## config.mk

```make
export PLATFORM = sky130hd
export DESIGN_NAME = sbr_queue
export DESIGN_NICKNAME = d
export VERILOG_FILES = /design/src/rtl/sbr_pkg.sv /design/src/rtl/sbr_queue.sv
export SDC_FILE = /design/constraint.sdc
export NUM_CORES = 1
export LEC_CHECK = 0
export BUFFER_PORTS_ARGS = -buffer_cell sky130_fd_sc_hd__buf_4
export CORE_ASPECT_RATIO = 2
export CORE_MARGIN = 3
export CORE_UTILIZATION = 35
export CTS_CLUSTER_DIAMETER = 100
export DETAILED_ROUTE_END_ITERATION = 10
export PLACE_DENSITY = 0.65
export SYNTH_ARGS = -nofsm -noshare
export SYNTH_HDL_FRONTEND = slang
export SYNTH_SLANG_ARGS = --single-unit
```

## constraint.sdc

```tcl
create_clock -name i_clk -period 3.6 [get_ports i_clk]
set_input_delay 0.36 -clock i_clk [delete_from_list [all_inputs] [get_ports i_clk]]
set_output_delay 0.36 -clock i_clk [all_outputs]
set_load 0.005 [all_outputs]
```

## src/rtl/sbr_pkg.sv

```systemverilog
// Package: shared constants, types and helpers of the stack blur block.
package sbr_pkg;
    localparam int MaxWidth   = 64;
    localparam int MaxHeight  = 64;
    localparam int MaxRadius  = 15;
    localparam int Depth      = MaxWidth * MaxHeight;
    localparam int AddrW      = $clog2(Depth);
    localparam int CntW       = $clog2(Depth + 1);
    localparam int XW         = $clog2(MaxWidth + 1);
    localparam int YW         = $clog2(MaxHeight + 1);
    localparam int RW         = $clog2(MaxRadius + 1);
    localparam int CfgW       = 7;
    localparam int SumW       = 8 + 2 * RW + 1;

    localparam logic [1:0] CfgWidth  = 2'd0;
    localparam logic [1:0] CfgHeight = 2'd1;
    localparam logic [1:0] CfgRadius = 2'd2;

    localparam logic ActLoad = 1'b0;
    localparam logic ActRead = 1'b1;

    typedef struct packed {
        logic       action;
        logic [7:0] red_in;
        logic [7:0] green_in;
        logic [7:0] blue_in;
        logic [7:0] alpha_in;
    } t_in_item;

    typedef struct packed {
        logic [7:0] red_out;
        logic [7:0] green_out;
        logic [7:0] blue_out;
        logic [7:0] alpha_out;
        logic       last_pixel;
        logic       status;
    } t_out_item;

    // Queued command from front to back.
    typedef struct packed {
        logic        is_load;
        logic        not_ready;
        logic        last;
        logic        run_pass;
        logic [31:0] pixel;
        logic [AddrW-1:0] addr;
        logic [XW-1:0] x;
        logic [YW-1:0] y;
    } t_cmd;

    function automatic logic [XW-1:0] sat_w(input logic [CfgW-1:0] v);
        if (v == '0) return XW'(1);
        if (32'(v) > MaxWidth) return XW'(MaxWidth);
        return XW'(v);
    endfunction

    function automatic logic [YW-1:0] sat_h(input logic [CfgW-1:0] v);
        if (v == '0) return YW'(1);
        if (32'(v) > MaxHeight) return YW'(MaxHeight);
        return YW'(v);
    endfunction

    function automatic logic [RW-1:0] sat_r(input logic [3:0] v);
        if (v == '0) return RW'(1);
        if (32'(v) > MaxRadius) return RW'(MaxRadius);
        return RW'(v);
    endfunction
endpackage

```

## src/rtl/sbr_queue.sv

```systemverilog
// Two-entry command queue between front and back.
module sbr_queue (
    input  logic          i_clk,
    input  logic          i_rst_n,
    input  logic          i_valid,
    output logic          o_ready,
    input  sbr_pkg::t_cmd i_cmd,
    output logic          o_valid,
    input  logic          i_ready,
    output sbr_pkg::t_cmd o_cmd
);
    import sbr_pkg::*;
    t_cmd r_q [2];
    logic r_wp, r_rp;
    logic [1:0] r_cnt;
    logic push, pop;
    assign o_ready = (r_cnt != 2'd2);
    assign o_valid = (r_cnt != 2'd0);
    assign o_cmd = r_q[r_rp];
    assign push = i_valid & o_ready;
    assign pop = o_valid & i_ready;
    always_ff @(posedge i_clk) begin
        if (push) begin
            r_q[r_wp] <= i_cmd;
        end
        if (!i_rst_n) begin
            r_wp <= 1'b0; r_rp <= 1'b0; r_cnt <= '0;
        end else begin
            if (push) r_wp <= ~r_wp;
            if (pop) r_rp <= ~r_rp;
            r_cnt <= r_cnt + {1'b0, push} - {1'b0, pop};
        end
    end
endmodule

```

==> results of run 1 <==
worst register-to-register path: cells and delay by family (launching register included):
family / cells / cell delay, ns
flip-flops: 1 / 0.36
buffers and inverters: 1 / 0.63
AND/OR/NAND/NOR: 3 / 0.41
logic make-up after synthesis:
group / Yosys count / synth area share [%]
simple gates: 11 / 1.22
fa+ha+maj: 2 / 0.499
compound gates: 1 / 0.150
buf+inv: 8 / 2.70
flops: 129 / 76.3
xor+xnor: 3 / 0.524
mux: 63 / 18.6
routing by layer:
metal / global-route usage, % / routed length [um] / up-vias / part of all wire, %
li1: - / - / 1150 / -
met1: 10.9 / 3040 / 1180 / 32
met2: 23.5 / 5680 / 70 / 60
met3: 4.14 / 453 / 14 / 4.8
met4: 6.91 / 238 / 0 / 2.5
met5: 0 / 0 / - / 0
power groups by stage:
stage	clock network (mW)	registers (mW)	logic [mW]
3_5_place_dp	0	2.04	1.15
6_report	1.75	2.00	1.12
5_1_grt	1.86	2.03	1.20
4_1_cts	1.80	2.01	1.16
3_3_place_gp	0	2.02	1.14
2_1_floorplan	0	1.97	0.763
sequential cells by signal, indices dropped and copies added, names as in the netlist, named ones only:
| name | cells |
|---|---|
| r_q | 124 |
| r_cnt | 2 |
| r_rp | 1 |
| r_wp | 1 |
stage by stage:
step	instance area [um^2]	util [%]
finish	6750	48.3
CTS	6750	48.3
global placement	6140	44.0
global route	6750	48.3
detailed placement	6140	44.0
floorplan	5010	-
how the worst max path moves through the flow:
stage / start / to / slack (ns) / depth (start not counted)
floorplan: r_cnt[0] / r_q[0][0] / 0.95 / 3
global placement: flop / o_cmd[61] / 1.66 / 3
detailed placement: flop / o_cmd[0] / 1.66 / 3
CTS: flop / o_cmd[0] / 1.21 / 3
global route: flop / o_cmd[61] / 1.16 / 3
finish: flop / o_cmd[61] / 1.26 / 3
placed cells by master, fill, tap and decap left out, drive strengths merged:
cell type and count:
mux2i 1, and3 1, clkbuf 18, or2 1, dfxtp 5, mux2 62
ha 2, nand2 2, xnor2 3, edfxtp 124, buf 133, nand2b 2
clkinvlp 3, nor2 1, nor2b 2, o21a 1, and2 2, bufinv 3
inv 6, clkinv 3
cell type report:
class	count	area share (%)
timing repair buffer	133	15.0
multi-input combinational	80	15.7
clock inverter	14	2.65
tap	189	3.50
clock buffer	18	6.36
inverter	1	0.0556
sequential	129	56.7
==> qor.yml, run 1 <==
synth:
  synth_area_leader_cell: "edfxtp_1"
  synth_edf_count: 124
  synth_most_common_cell: "edfxtp_1"
  yosysSeqAreaShare_pct: 76.3
  syn_avg_cell_area_um2: 23.1
  yosysWarnings: 0
  synth_seq_cells: 129
  synth_fp_nets: 285
  synth_top_flop_cell: "edfxtp_1"
  synth.top_cell.area_share_pct: 74.3
  netlist_area_mm2: 0.00501
  synth_cell_types: 18
  netlist_instances: 217
  ys_async_sr_fraction_pct: 0
  synth_commonest_cells: "124 x edfxtp_1, 60 x mux2_4, 6 x buf_12"
  synth.area.top_cells: "edfxtp_1 74%, mux2_4 18%, buf_12 2.4%"
detailed_routing:
  totalWireLength_mm: 9.41
  vias: 2414
  wl_per_cell_um: 16.7
  dr.pass1.iters: 4
  drt_iter0_drc: 108
  routed_via_density: 4.28
  final_antenna_net_count: 0
  drc: 0
clocking:
  clockBufferDepth: 2
  cts_setup_buffers: 0
  cts_resized: 0
  cts.sinks: 129
  clk-insertion-delay-late_ns: 0.40
  path_clk_slew_ns: 0.06
  cts_made_buffers: 17
  cts_tree: "built"
  cts_hold_buf: 0
  cts_root_buf: "clkbuf_16"
  htree_levels: 4
power_and_ir_drop:
  power.share.combinational_pct: 23.0
  power.total_mw: 4.87
  switching_share_pct: 24.2
  p_sw_mw: 1.18
  peakVddDrop_v: 0.000354
  share_seq_of_total_power_pct: 41.1
  clkPwrFrac_pct: 35.9
  internal-power_mw: 3.69
  leakage_nw: 2.63
  power_density_mw_per_mm2: 722
final_layout:
  stdcell_count: 564
  fillers: 1218
  antenna_cells: 0
  syn2layout_area_growth_pct: 34.6
  multiInputGateArea_mm2: 0.00106
  drive_gt1_share_pct: 61.3
  num-nets-final: 430
  register_area_mm2: 0.00383
grt:
  grt_max_degree: 63
  grt_first_pass_wirelength_mm: 14.4
  overflow: 0
  grt_pass1_vias: 2740
  grt_use_total_pct: 12.3
  antenna_found_initial: 0
place:
  gp_congestion: 0.687
  hpwl_mm: 6.50
  dp_slack_ns: 1.66
  dp_cells: 532
  port_buffers: 129
critical_path:
  ff2ff_setup_slack_ns: 1.74
  required_ns: 3.24
  crit_type: "reg -> out"
  r2r_end: "r_q[0][54]"
  path_cells: "buf_12 -> mux2_2 -> buf_4"
  critPathMaxStageDelay_ns: 0.69
  r2r_start: "r_cnt[0]"
  arrival_ns: 1.98
  worst_r2r_path_depth: 4
  critPathTopFamily: "flip-flops"
  crit_fanout: 35
  cp_num_buf_inv: 2
  slowest_stage: "dfxtp_4"
  critPathLaunchType: "flop"
  crit_path_end_kind: "output port"
timing:
  setup_viol: 0
  fin_hold_ws_ns: 0.140
  setup_slack_ns: 1.26
  rsz0062_at_grt: "false"
  clock.fmax_mhz: 427
  period_needed_ns: 2.34
  drv_slew: 0
  finalCritPeriodShare_pct: 65.1
  tightest_slew_ns: 0.850
  skew_ns: 0.00476
  relSlewSlack_pct: 43.3
  hold_viol_final: 0
  setup_tns_ns: 0
job:
  drv_cap: 0
floorplan:
  initial_core_util_pct: 35.9
  dieArea_mm2: 0.0159
  core_area_mm2: 0.0140
  placementRows: 61
  die_h_um: 175
  io-pin-count: 130
  die_x_um: 90.6
worst_hold_path:
  whs_path_depth: 1
  min_path_type: "in -> reg"
  worstHoldEndpoint: "r_q[0][26]"
  hp-start: "i_cmd[26]"
outcome:
  outcome: "complete, no violations"
(Power assumes the default switching activity.)
==> run 2, diff against run 1 <==
- clock period: 3.6 -> 2.05 ns (I/O delays scaled with it)
==> run 2 against run 1 <==
Utilization increased by 4.7 points. Non-clock buffer count up 64. Total power rose by 79%. Largest cell class unchanged. Highest routed layer unchanged.
==> qor.yml, run 2 (synthesis results as in run 1) <==
critical_path:
  ff2ff_setup_slack_ns: 0.27  # -1.47 ns
  crit_path_end_kind: "output port"
  critPathMaxStageDelay_ns: 0.49  # -0.20 ns
  crit_fanout: 28  # -20%
  arrival_ns: 1.65  # -0.33 ns
  crit_type: "reg -> out"
  required_ns: 1.85  # -1.39 ns
  r2r_end: "r_cnt[1]"
  cp_num_buf_inv: 2  # unchanged
  r2r_start: "r_cnt[0]"
  critPathLaunchType: "flop"
  critPathTopFamily: "flip-flops"
  path_cells: "buf_12 -> mux2_4 -> buf_4"
  worst_r2r_path_depth: 8  # +4
  slowest_stage: "dfxtp_4"
timing:
  skew_ns: 0.00672  # +0.00196 ns
  relSlewSlack_pct: 67.0  # +24 points
  finalCritPeriodShare_pct: 90.6
  clock.fmax_mhz: 538
  hold_viol_final: 0  # unchanged
  tightest_slew_ns: 0.494  # -0.356 ns
  setup_tns_ns: 0  # unchanged
  setup_viol: 0  # unchanged
  period_needed_ns: 1.86
  rsz0062_at_grt: "false"
  drv_slew: 0  # unchanged
final_layout:
  registers.top_by_ff_count: "r_q"
  top_regs: "r_q x124, r_cnt x2"
  num-nets-final: 494  # +15%
  fin_util_pct: 53.0  # +4.7 points
  largest_register_ffs: 124  # unchanged
  drive_gt1_share_pct: 52.7  # -8.6 points
  final_common_cell: "buf_4"
  stdcell_count: 629  # +12%
  final_cell_mix: "133 x buf_4, 124 x edfxtp_1, 62 x dlygate4sd3_1, 60 x mux2_4, 17 x clkbuf_16"
  syn2layout_area_growth_pct: 47.8
detailed_routing:
  totalWireLength_mm: 10.0  # +6.5%
  final_antenna_net_count: 0  # unchanged
  drc: 0  # unchanged
  routed_via_density: 4.26  # -0.45%
  wl_per_cell_um: 15.9  # -4.5%
  drt_iter0_drc: 87  # -19%
  vias: 2680  # +11%
  dr.pass1.iters: 4  # unchanged
floorplan:
  dieArea_mm2: 0.0159  # unchanged
  die_x_um: 90.6  # unchanged
  core_area_mm2: 0.0140  # unchanged
  placementRows: 61  # unchanged
  die_h_um: 175  # unchanged
  initial_core_util_pct: 35.9  # unchanged
  io-pin-count: 130  # unchanged
grt:
  antenna_found_initial: 2  # +2
  grt_max_degree: 36  # -43%
  overflow: 0  # unchanged
  grt_pass1_vias: 3098  # +13%
  grt_first_pass_wirelength_mm: 15.7  # +9.3%
  grt_use_total_pct: 13.1  # +0.84 points
power_and_ir_drop:
  p_sw_mw: 2.05  # +74%
  internal-power_mw: 6.68  # +81%
  power_density_mw_per_mm2: 1180  # +63%
  switching_share_pct: 23.5  # -0.71 points
  leakage_nw: 2.91  # +11%
  clkPwrFrac_pct: 35.5  # -0.4 points
  power.share.combinational_pct: 24.9  # +1.9 points
  peakVddDrop_v: 0.000857  # +140%
  share_seq_of_total_power_pct: 39.6  # -1.5 points
clocking:
  cts_made_buffers: 17  # unchanged
  path_clk_slew_ns: 0.05  # about the same
  cts_setup_buffers: 0  # unchanged
  htree_levels: 4  # unchanged
  clk-insertion-delay-late_ns: 0.40  # about the same
  cts.sinks: 129  # unchanged
  cts_resized: 0  # unchanged
  cts_tree: "built"
  cts_root_buf: "clkbuf_16"
  clockBufferDepth: 2  # unchanged
worst_hold_path:
  whs_path_depth: 2  # +1
  min_path_type: "in -> reg"
  worstHoldEndpoint: "r_cnt[0]"
  hp-start: "i_rst_n"
place:
  port_buffers: 129  # unchanged
  hpwl_mm: 6.66  # +2.5%
  dp_cells: 534  # +0.38%
  gp_congestion: 0.752  # +9.4%
job:
  drv_cap: 0  # unchanged
outcome:
  outcome: "complete, no violations"
## run 2: cell count changes in the layout (fill, tap and decap cells not counted), sizes merged
| cell | previous run | this run |
|---|---|---|
| buf | 133 | 135 |
| diode | 0 | 2 |
| dlygate4sd3 | 0 | 62 |
| clkbuf | 18 | 17 |
| inv | 6 | 3 |
| clkinv | 3 | 5 |
| bufinv | 3 | 4 |
## run 2: worst max-delay path by stage
stage / to / from / cells after the start / slack (ns)
after floorplan: r_q[0][0] / r_cnt[0] / 3 / 0.08
after global placement: r_cnt[1] / r_cnt[0] / 8 / 0.43
after detailed placement: r_cnt[1] / r_cnt[0] / 8 / 0.26
after CTS: o_cmd[41] / flop / 3 / 0.14
after global routing: o_cmd[50] / flop / 3 / 0.10
final: o_cmd[50] / flop / 3 / 0.19
## run 2: what timing repair did
item,CTS,global route
endpoints found under the setup margin,0,0
hold buffers,62,0
hold endpoints to repair,124,0
## run 2: layout make-up
| type | count | area [um^2] |
|---|---|---|
| repair buffers | 197 | 1660 |
| inverters | 1 | 3.75 |
| multi-input cells | 80 | 1060 |
| flip-flops and latches | 129 | 3830 |
| clock inverters | 14 | 188 |
| diodes | 2 | 5.00 |
| clock buffers | 17 | 425 |
| fillers | 1119 | 6560 |
| well taps | 189 | 236 |
## run 2: power groups by stage
stage	Combinational, mW	Clock, mW	Sequential (mW)
after CTS	2.23	3.17	3.47
after global routing	2.33	3.26	3.51
after detailed placement	2.12	0	3.52
final	2.17	3.10	3.46
after global placement	2.08	0	3.49
after floorplan	1.34	0	3.44
## run 2: metrics by stage
stage / setup slack (ns) / hold slack [ns] / total power [mW] / instance area (um^2)
after global routing: 0.104 / 0.0471 / 9.10 / 7410
after CTS: 0.144 / 0.0329 / 8.87 / 7400
after detailed placement: 0.260 / 0.392 / 5.64 / 6170
after floorplan: 0.0803 / 0.304 / 4.79 / 5020
after global placement: 0.427 / 0.391 / 5.58 / 6170
final: 0.192 / 0.0551 / 8.73 / 7410
## run 2: layer usage
layer,global-route usage [%],up-vias,wire length (um)
li1,-,1273,-
met1,12.3,1323,3400
met2,25.2,71,5990
met3,3.49,13,379
met4,6.97,0,257
met5,0,-,0
