$ cat src/rtl/sbr_pkg.sv
// Package: shared constants, types and helpers of the stack blur block.
package sbr_pkg;
    localparam int MaxWidth   = 64;
    localparam int MaxHeight  = 64;
    localparam int MaxRadius  = 15;
    localparam int Depth      = MaxWidth * MaxHeight;
    localparam int AddrW      = $clog2(Depth);
    localparam int CntW       = $clog2(Depth + 1);
    localparam int XW         = $clog2(MaxWidth + 1);
    localparam int YW         = $clog2(MaxHeight + 1);
    localparam int RW         = $clog2(MaxRadius + 1);
    localparam int CfgW       = 7;
    localparam int SumW       = 8 + 2 * RW + 1;

    localparam logic [1:0] CfgWidth  = 2'd0;
    localparam logic [1:0] CfgHeight = 2'd1;
    localparam logic [1:0] CfgRadius = 2'd2;

    localparam logic ActLoad = 1'b0;
    localparam logic ActRead = 1'b1;

    typedef struct packed {
        logic       action;
        logic [7:0] red_in;
        logic [7:0] green_in;
        logic [7:0] blue_in;
        logic [7:0] alpha_in;
    } t_in_item;

    typedef struct packed {
        logic [7:0] red_out;
        logic [7:0] green_out;
        logic [7:0] blue_out;
        logic [7:0] alpha_out;
        logic       last_pixel;
        logic       status;
    } t_out_item;

    // Queued command from front to back.
    typedef struct packed {
        logic        is_load;
        logic        not_ready;
        logic        last;
        logic        run_pass;
        logic [31:0] pixel;
        logic [AddrW-1:0] addr;
        logic [XW-1:0] x;
        logic [YW-1:0] y;
    } t_cmd;

    function automatic logic [XW-1:0] sat_w(input logic [CfgW-1:0] v);
        if (v == '0) return XW'(1);
        if (32'(v) > MaxWidth) return XW'(MaxWidth);
        return XW'(v);
    endfunction

    function automatic logic [YW-1:0] sat_h(input logic [CfgW-1:0] v);
        if (v == '0) return YW'(1);
        if (32'(v) > MaxHeight) return YW'(MaxHeight);
        return YW'(v);
    endfunction

    function automatic logic [RW-1:0] sat_r(input logic [3:0] v);
        if (v == '0) return RW'(1);
        if (32'(v) > MaxRadius) return RW'(MaxRadius);
        return RW'(v);
    endfunction
endpackage

$ cat src/rtl/sbr_front.sv
// Front end: tracks load/read counters and turns beats into commands.
module sbr_front (
    input  logic                 i_clk,
    input  logic                 i_rst_n,
    input  logic                 i_cfg_we,
    input  logic [1:0]           i_cfg_idx,
    input  logic [6:0]           i_cfg_data,
    input  logic                 i_in_valid,
    output logic                 o_in_ready,
    input  sbr_pkg::t_in_item    i_in,
    output logic                 o_cmd_valid,
    input  logic                 i_cmd_ready,
    output sbr_pkg::t_cmd        o_cmd,
    output logic [sbr_pkg::XW-1:0] o_w,
    output logic [sbr_pkg::YW-1:0] o_h,
    output logic [sbr_pkg::RW-1:0] o_r
);
    import sbr_pkg::*;
    logic [CfgW-1:0] r_width, r_height;
    logic [3:0]      r_radius;
    logic [CntW-1:0] r_load, r_read;
    logic [XW-1:0]   r_lx, r_rx;
    logic [YW-1:0]   r_ly, r_ry;
    logic            r_ready;
    logic [XW-1:0]   w;
    logic [YW-1:0]   h;
    logic [CntW-1:0] total, lc;
    logic [XW-1:0]   lx;
    logic [YW-1:0]   ly;
    logic            fire;

    assign w = sat_w(r_width);
    assign h = sat_h(r_height);
    assign o_w = w;
    assign o_h = h;
    assign o_r = sat_r(r_radius);
    assign total = CntW'(w) * CntW'(h);
    assign o_in_ready = i_cmd_ready;
    assign o_cmd_valid = i_in_valid;
    assign fire = i_in_valid & i_cmd_ready;

    always_comb begin
        lc = r_load; lx = r_lx; ly = r_ly;
        if (r_ready || r_load >= total) begin
            lc = '0; lx = '0; ly = '0;
        end
        o_cmd = '0;
        o_cmd.is_load = (i_in.action == ActLoad);
        o_cmd.pixel = {i_in.alpha_in, i_in.blue_in, i_in.green_in, i_in.red_in};
        if (o_cmd.is_load) begin
            o_cmd.addr = AddrW'(lc);
            o_cmd.run_pass = (lc + 1'b1 == total);
        end else begin
            o_cmd.not_ready = ~r_ready;
            o_cmd.x = r_rx;
            o_cmd.y = r_ry;
            o_cmd.last = (r_read == total - 1'b1);
        end
    end

    always_ff @(posedge i_clk) begin
        if (!i_rst_n) begin
            r_width <= 7'd64; r_height <= 7'd64; r_radius <= 4'd1;
            r_load <= '0; r_read <= '0; r_ready <= 1'b0;
            r_lx <= '0; r_ly <= '0; r_rx <= '0; r_ry <= '0;
        end else if (i_cfg_we) begin
            case (i_cfg_idx)
                CfgWidth:  r_width  <= i_cfg_data;
                CfgHeight: r_height <= i_cfg_data;
                CfgRadius: r_radius <= i_cfg_data[3:0];
                default: ;
            endcase
            if (i_cfg_idx == CfgWidth || i_cfg_idx == CfgHeight || i_cfg_idx == CfgRadius) begin
                r_load <= '0; r_read <= '0; r_ready <= 1'b0;
                r_lx <= '0; r_ly <= '0; r_rx <= '0; r_ry <= '0;
            end
        end else if (fire) begin
            if (o_cmd.is_load) begin
                if (o_cmd.run_pass) begin
                    r_ready <= 1'b1; r_load <= '0; r_read <= '0;
                    r_lx <= '0; r_ly <= '0; r_rx <= '0; r_ry <= '0;
                end else begin
                    r_ready <= 1'b0;
                    r_load <= lc + 1'b1;
                    if (lx + 1'b1 == w) begin
                        r_lx <= '0; r_ly <= ly + 1'b1;
                    end else begin
                        r_lx <= lx + 1'b1; r_ly <= ly;
                    end
                end
            end else if (r_ready) begin
                if (o_cmd.last) begin
                    r_read <= '0; r_rx <= '0; r_ry <= '0;
                end else begin
                    r_read <= r_read + 1'b1;
                    if (r_rx + 1'b1 == w) begin
                        r_rx <= '0; r_ry <= r_ry + 1'b1;
                    end else begin
                        r_rx <= r_rx + 1'b1;
                    end
                end
            end
        end
    end
endmodule

$ cat config.mk
export PLATFORM = sky130hd
export DESIGN_NAME = sbr_front
export DESIGN_NICKNAME = d
export VERILOG_FILES = /design/src/rtl/sbr_pkg.sv /design/src/rtl/sbr_front.sv
export SDC_FILE = /design/constraint.sdc
export NUM_CORES = 1
export LEC_CHECK = 0
export ABC_AREA = 1
export BUFFER_PORTS_ARGS = -buffer_cell sky130_fd_sc_hd__clkbuf_2
export CORE_ASPECT_RATIO = 2
export CORE_MARGIN = 5
export CORE_UTILIZATION = 40
export DETAILED_ROUTE_END_ITERATION = 8
export PLACE_DENSITY = 0.72
export SLEW_MARGIN = 20
export SYNTH_ARGS = -nofsm -noshare
export SYNTH_HDL_FRONTEND = slang
export SYNTH_SLANG_ARGS = --single-unit
$ cat constraint.sdc
create_clock -name i_clk -period 7.8 [get_ports i_clk]
set_input_delay 1.17 -clock i_clk [delete_from_list [all_inputs] [get_ports i_clk]]
set_output_delay 1.17 -clock i_clk [all_outputs]
set_load 0.02 [all_outputs]
==> qor.yml, run 1 <==
outcome: "complete, but fails checks"
violations: "negative setup slack"
crit_type: "reg2out"
wl_per_cell_um: 14.9
max_stage_delay_ns: 0.59
die_h_um: 192
final_util_pct: 47.9
critPathLaunchType: "register"
final_common_cell: "nand2_1"
worst_ep_required_time_ns: 6.63
core_area_um2: 16300
synth_top_area_share_pct: 17.9
vias: 6627
antenna_found_initial: 0
die_w_um: 101
cts_tree: "done"
clkSlewWorstSetupHoldPaths_ns: 0.05
gp_congestion: 0.982
relSlewSlack_pct: 47.9
htreeDepth: 3
start_util_pct: 40.5
synth-async-reset-ratio_pct: 0
cts_made_buffers: 9
rsz0062_at_grt: "true"
clock.fmax_mhz: 126
synth_top_area_cell: "dfxtp_1"
skew_ns: 0.00600
dieArea_um2: 19300
ys_seq_area_share_pct: 17.9
drive_gt1_share_pct: 22.5
ant_nets: 0
drtIter0Drc: 242
drc: 0
antenna_cells: 0
synth-main-ff-cell: "dfxtp_1"
routed_via_density: 5.09
cp_max_fo: 8
synth_nets: 1130
grt_overflow: 0
portBuffers: 64
cap_viol_max_count: 0
cts_sinks: 59
cp_common_cell: "nand2_1"
synth_edf_count: 0
drtPass1Iterations: 5
ys_top_cells_by_area: "dfxtp_1 (18%), nand2_1 (13%), nor2_1 (9.4%)"
ys_types: 48
track_usage_pct: 20.0
p_per_area_nw_per_um2: 124
drt_wl_total_mm: 19.4
hp-class: "reg2reg"
grt_pass1_wl_mm: 30.5
min_from: "r_height[4]"
area_delta_synth_final_pct: 18.3
syn_inst: 1013
io_pins: 129
final.min_clock_period_ns: 7.92
vdd_drop_max_mv: 0.139
power_mw: 0.969
maxSlewViolCount: 0
nFillCells: 1596
place_area_um2: 7110
r2r_start: "r_width[6]"
cp.arrival_ns: 6.75
insertion_delay_ns: 0.34
ys_ff_latch: 59
avgSynthCellArea_um2: 6.51
num_rows: 66
finalCritPeriodShare_pct: 102
fin_area_um2: 7800
cts-root-buf: "clkbuf_16"
synth_area_um2: 6590
dp_hpwl_mm: 15.2
first_global_vias: 6568
yosysWarnings: 0
cellLeakagePower_nw: 4.04
setup_ws_ns: -0.123
worst_slew_pin_slew_ns: 0.776
hold_violations: 0
endpoint_kind: "primary output"
cp-startpoint: "r_width[6]"
final_cell_mix: "nand2_1 (217), nor2_1 (154), inv_1 (147)"
slowest_stage: "fa_1"
holdWs_ns: 0.497
final_nets: 1212
clockBufferDepth: 2
grt_max_degree: 43
setup_violations: 1
[kinds of logic after synthesis]
family,synth area share [%]
xor+xnor,7.95
simple gates,36.3
compound gates,6.49
buf+inv,15.4
fa+ha+maj,15.9
flops,17.9
[timing repair]
action,in CTS,in global routing
hold buffers,0,0
buffers inserted,13,11
pin swaps,22,25
endpoints found under the setup margin,1,1
resized for setup,34,20
cloned,0,0
[area by class of cell]
| class | count | area [um^2] | area share (%) |
|---|---|---|---|
| Multi-Input combinational cell | 730 | 4600 | 58.9 |
| Tap cell | 204 | 255 | 3.27 |
| Timing Repair Buffer | 132 | 840 | 10.8 |
| Sequential cell | 59 | 1190 | 15.3 |
| Clock inverter | 4 | 50.0 | 0.642 |
| Clock buffer | 11 | 253 | 3.24 |
| Inverter | 163 | 616 | 7.89 |
[per-stage QoR]
step	worst slack (ns)	TNS [ns]	std cells
after floorplan	0.0132	0	1013
after CTS	0.00470	0	1292
final	-0.123	-0.123	1303
after detailed placement	-0.0147	-0.0147	1264
after global routing	-0.400	-0.400	1303
after global placement	0.103	0	1264
[cell usage after synthesis, types with 2 or more instances]
cell type    n
buf_4       35
nand2_1    223
nand2_2      7
dfxtp_1     59
inv_2        9
nor3_1      15
xor2_1      39
clkbuf_1    16
nand4_1     23
xnor3_1      2
nor3_2       3
buf_6        3
nor2_1     166
inv_1      153
o211ai_1     3
nand3_1     52
buf_2        4
o21ai_0     20
nor2_4       3
nand2_4      2
nand4_4      2
nor2_2       5
xnor2_1     12
ha_1        47
or2_2        2
o21ai_2      2
a21oi_1     35
buf_1        2
nand3_4      3
o21ai_1     12
nand3b_1     7
xor2_2       2
o21bai_1     2
fa_1        23
nand3_2      7
[registers in the layout, indices dropped and copies added (netlist names)]
| name | count |
|---|---|
| r_height | 7 |
| r_rx | 7 |
| r_load | 13 |
| r_width | 7 |
| r_ry | 7 |
| r_radius | 4 |
| r_ready | 1 |
| r_read | 13 |
[metal layers]
metal	share of wire, %	GRT usage [%]	wire (um)	vias to the layer above
li1	-	-	-	3280
met1	34	18.7	6600	3048
met2	53	37.4	10200	203
met3	5.0	3.45	959	96
met4	8.2	14.9	1600	0
met5	0	0	0	-
[critical path, delay by kind of cell, from the launching register on]
| family | cells | cell delay (ns) |
|---|---|---|
| simple gates | 17 | 1.66 |
| xor+xnor | 1 | 0.26 |
| compound gates | 3 | 0.46 |
| fa+ha+maj | 6 | 2.63 |
| flops | 1 | 0.34 |
| buf+inv | 10 | 1.05 |
[power breakdown]
part / switching, mW / internal [mW] / total [mW]
combinational: 0.140 / 0.0828 / 0.222
sequential: 0.0176 / 0.319 / 0.337
clock: 0.148 / 0.262 / 0.410
total: 0.305 / 0.664 / 0.969
[worst paths after layout]
kind	to	slack [ns]	depth (start not counted)
setup reg to reg	r_read[1]	0.50	42
hold reg to reg	r_height[4]	0.50	2
hold / removal	r_height[4]	0.50	2
setup / recovery	o_cmd[58]	-0.12	37
Power figures use the tool's default switching activity.
==> inputs of run 2 (changes only) <==
==> constraint.sdc (replaced) <==
create_clock -name i_clk -period 7.8 [get_ports i_clk]
set_input_delay 0.78 -clock i_clk [delete_from_list [all_inputs] [get_ports i_clk]]
set_output_delay 0.78 -clock i_clk [all_outputs]
set_load 0.02 [all_outputs]
==> run 2 against run 1 <==
The run now ends clean. Power decreased by 4.3%. Global-route usage decreased by 0.69 points. Worst hold slack worse by 0.025 ns. Critical endpoint unchanged.
==> qor.yml, run 2 (synthesis results as in run 1) <==
outcome: "finished clean"
whs_endpoint: "r_height[2]"
drc: 0
clock.fmax_mhz: 134
hold_violations: 0
drtIter0Drc: 306
drt_wl_total_mm: 18.6
r2r_slack_ns: 0.81
slowest_stage: "fa_1"
nFillCells: 1635
maxSlewViolCount: 0
largestRegisters: "r_load (13), r_read (13)"
power_mw: 0.927
gp_congestion: 0.992
grt_overflow: 0
worst_slew_pin_slew_ns: 0.831
track_usage_pct: 19.3
first_global_vias: 6358
num_rows: 66
drtPass1Iterations: 5
cellLeakagePower_nw: 3.94
dieArea_um2: 19300
cts_tree: "done"
die_h_um: 192
ctsHoldBuffers: 0
antenna_found_initial: 0
cts-root-buf: "clkbuf_16"
final_nets: 1183
whs_path_depth: 2
r2r_cells: 44
setup_violations: 0
place_inst: 1246
vdd_drop_max_mv: 0.0948
relSlewSlack_pct: 44.4
final_cell_mix: "nand2_1 (215), nor2_1 (160), inv_1 (147)"
finalCritPeriodShare_pct: 95.6
routed_via_density: 5.05
hp-class: "reg2reg"
portBuffers: 64
grt_max_degree: 43
p_per_area_nw_per_um2: 123
cp_max_fo: 7
start_util_pct: 40.5
clockBufferDepth: 2
ant_nets: 0
cap_viol_max_count: 0
min_from: "r_height[2]"
fin_cells: 1274
final_common_cell: "nand2_1"
core_area_um2: 16300
drive_gt1_share_pct: 19.6
insertion_delay_ns: 0.33
cts_sinks: 59
clkSlewWorstSetupHoldPaths_ns: 0.05
cts_made_buffers: 9
multi_input_area_um2: 4580
place_area_um2: 6960
r2r_end: "r_rx[0]"
endpoint_kind: "primary output"
holdWs_ns: 0.472
max_stage_delay_ns: 0.52
critPathLaunchType: "register"
worst_ep_required_time_ns: 7.02
grt_pass1_wl_mm: 29.9
io_pins: 129
vias: 6440
area_delta_synth_final_pct: 14.3
htreeDepth: 3
dp_hpwl_mm: 14.9
die_w_um: 101
register_area_um2: 1190
final.min_clock_period_ns: 7.46
antenna_cells: 0
crit_type: "reg2out"
wl_per_cell_um: 14.6
skew_ns: 0.00821
r2r_start: "r_width[0]"
fin_area_um2: 7540
cp.arrival_ns: 6.68
setup_tns_ns: 0
## run 2: cell count changes in the layout (fill, tap and decap cells not counted), moves of 2 or more
cell	before	now
buf_4	68	39
nor2_1	154	160
nor2_2	14	8
nand3_1	49	52
nand3_2	10	7
nand2_1	217	215
xor2_1	37	39
xor2_2	4	2
## run 2: layer usage
metal	vias to the layer above	routed length (um)	track usage (%)
met5	-	0	0
met4	0	1300	12.2
met3	87	767	2.33
met2	198	9980	36.4
met1	2936	6570	19.3
li1	3219	-	-
## run 2: report_power, final
part	switching [mW]	internal, mW
Sequential	0.0184	0.319
Combinational	0.138	0.0799
Clock	0.143	0.230
## run 2: worst max path at each step
| stage | from | to | slack [ns] | cells past startpoint |
|---|---|---|---|---|
| 2_1_floorplan | r_width[6] | o_cmd[58] | 0.25 | 39 |
| 3_3_place_gp | r_height[6] | o_cmd[58] | 0.25 | 38 |
| 3_5_place_dp | r_height[6] | o_cmd[58] | 0.10 | 38 |
| 4_1_cts | r_width[2] | o_cmd[58] | 0.03 | 39 |
| 5_1_grt | r_width[4] | o_cmd[58] | -0.06 | 41 |
| 6_report | r_width[0] | o_cmd[58] | 0.34 | 41 |
## run 2: through the flow
stage	setup slack, ns	util (%)
detailed placement	0.101	42.8
global route	-0.0630	46.3
CTS	0.0311	44.9
floorplan	0.253	-
finish	0.343	46.3
global placement	0.253	42.8
## run 2: worst max-delay path, delay by kind of cell (launching register included)
| family | cells | cell delay [ns] |
|---|---|---|
| AOI/OAI and AO/OA | 3 | 0.45 |
| xor gates and xnor gates | 1 | 0.20 |
| adders and majority gates | 7 | 2.69 |
| buffers and inverters | 7 | 0.58 |
| DFF | 1 | 0.34 |
| and+or+nand+nor | 23 | 2.08 |
## run 2: repair_timing
item,4_1_cts,5_1_grt
pin swaps,4,25
endpoints found under the hold margin,0,0
resized for setup,14,41
buffers inserted,1,12
endpoints found under the setup margin,1,1
## run 2: layout make-up
type	instances	area share, %
clock buffers	11	3.35
clock inverters	4	0.349
inverters	163	8.15
multi-input cells	730	60.7
flip-flops and latches	59	15.8
well taps	204	3.39
repair buffers	103	8.22
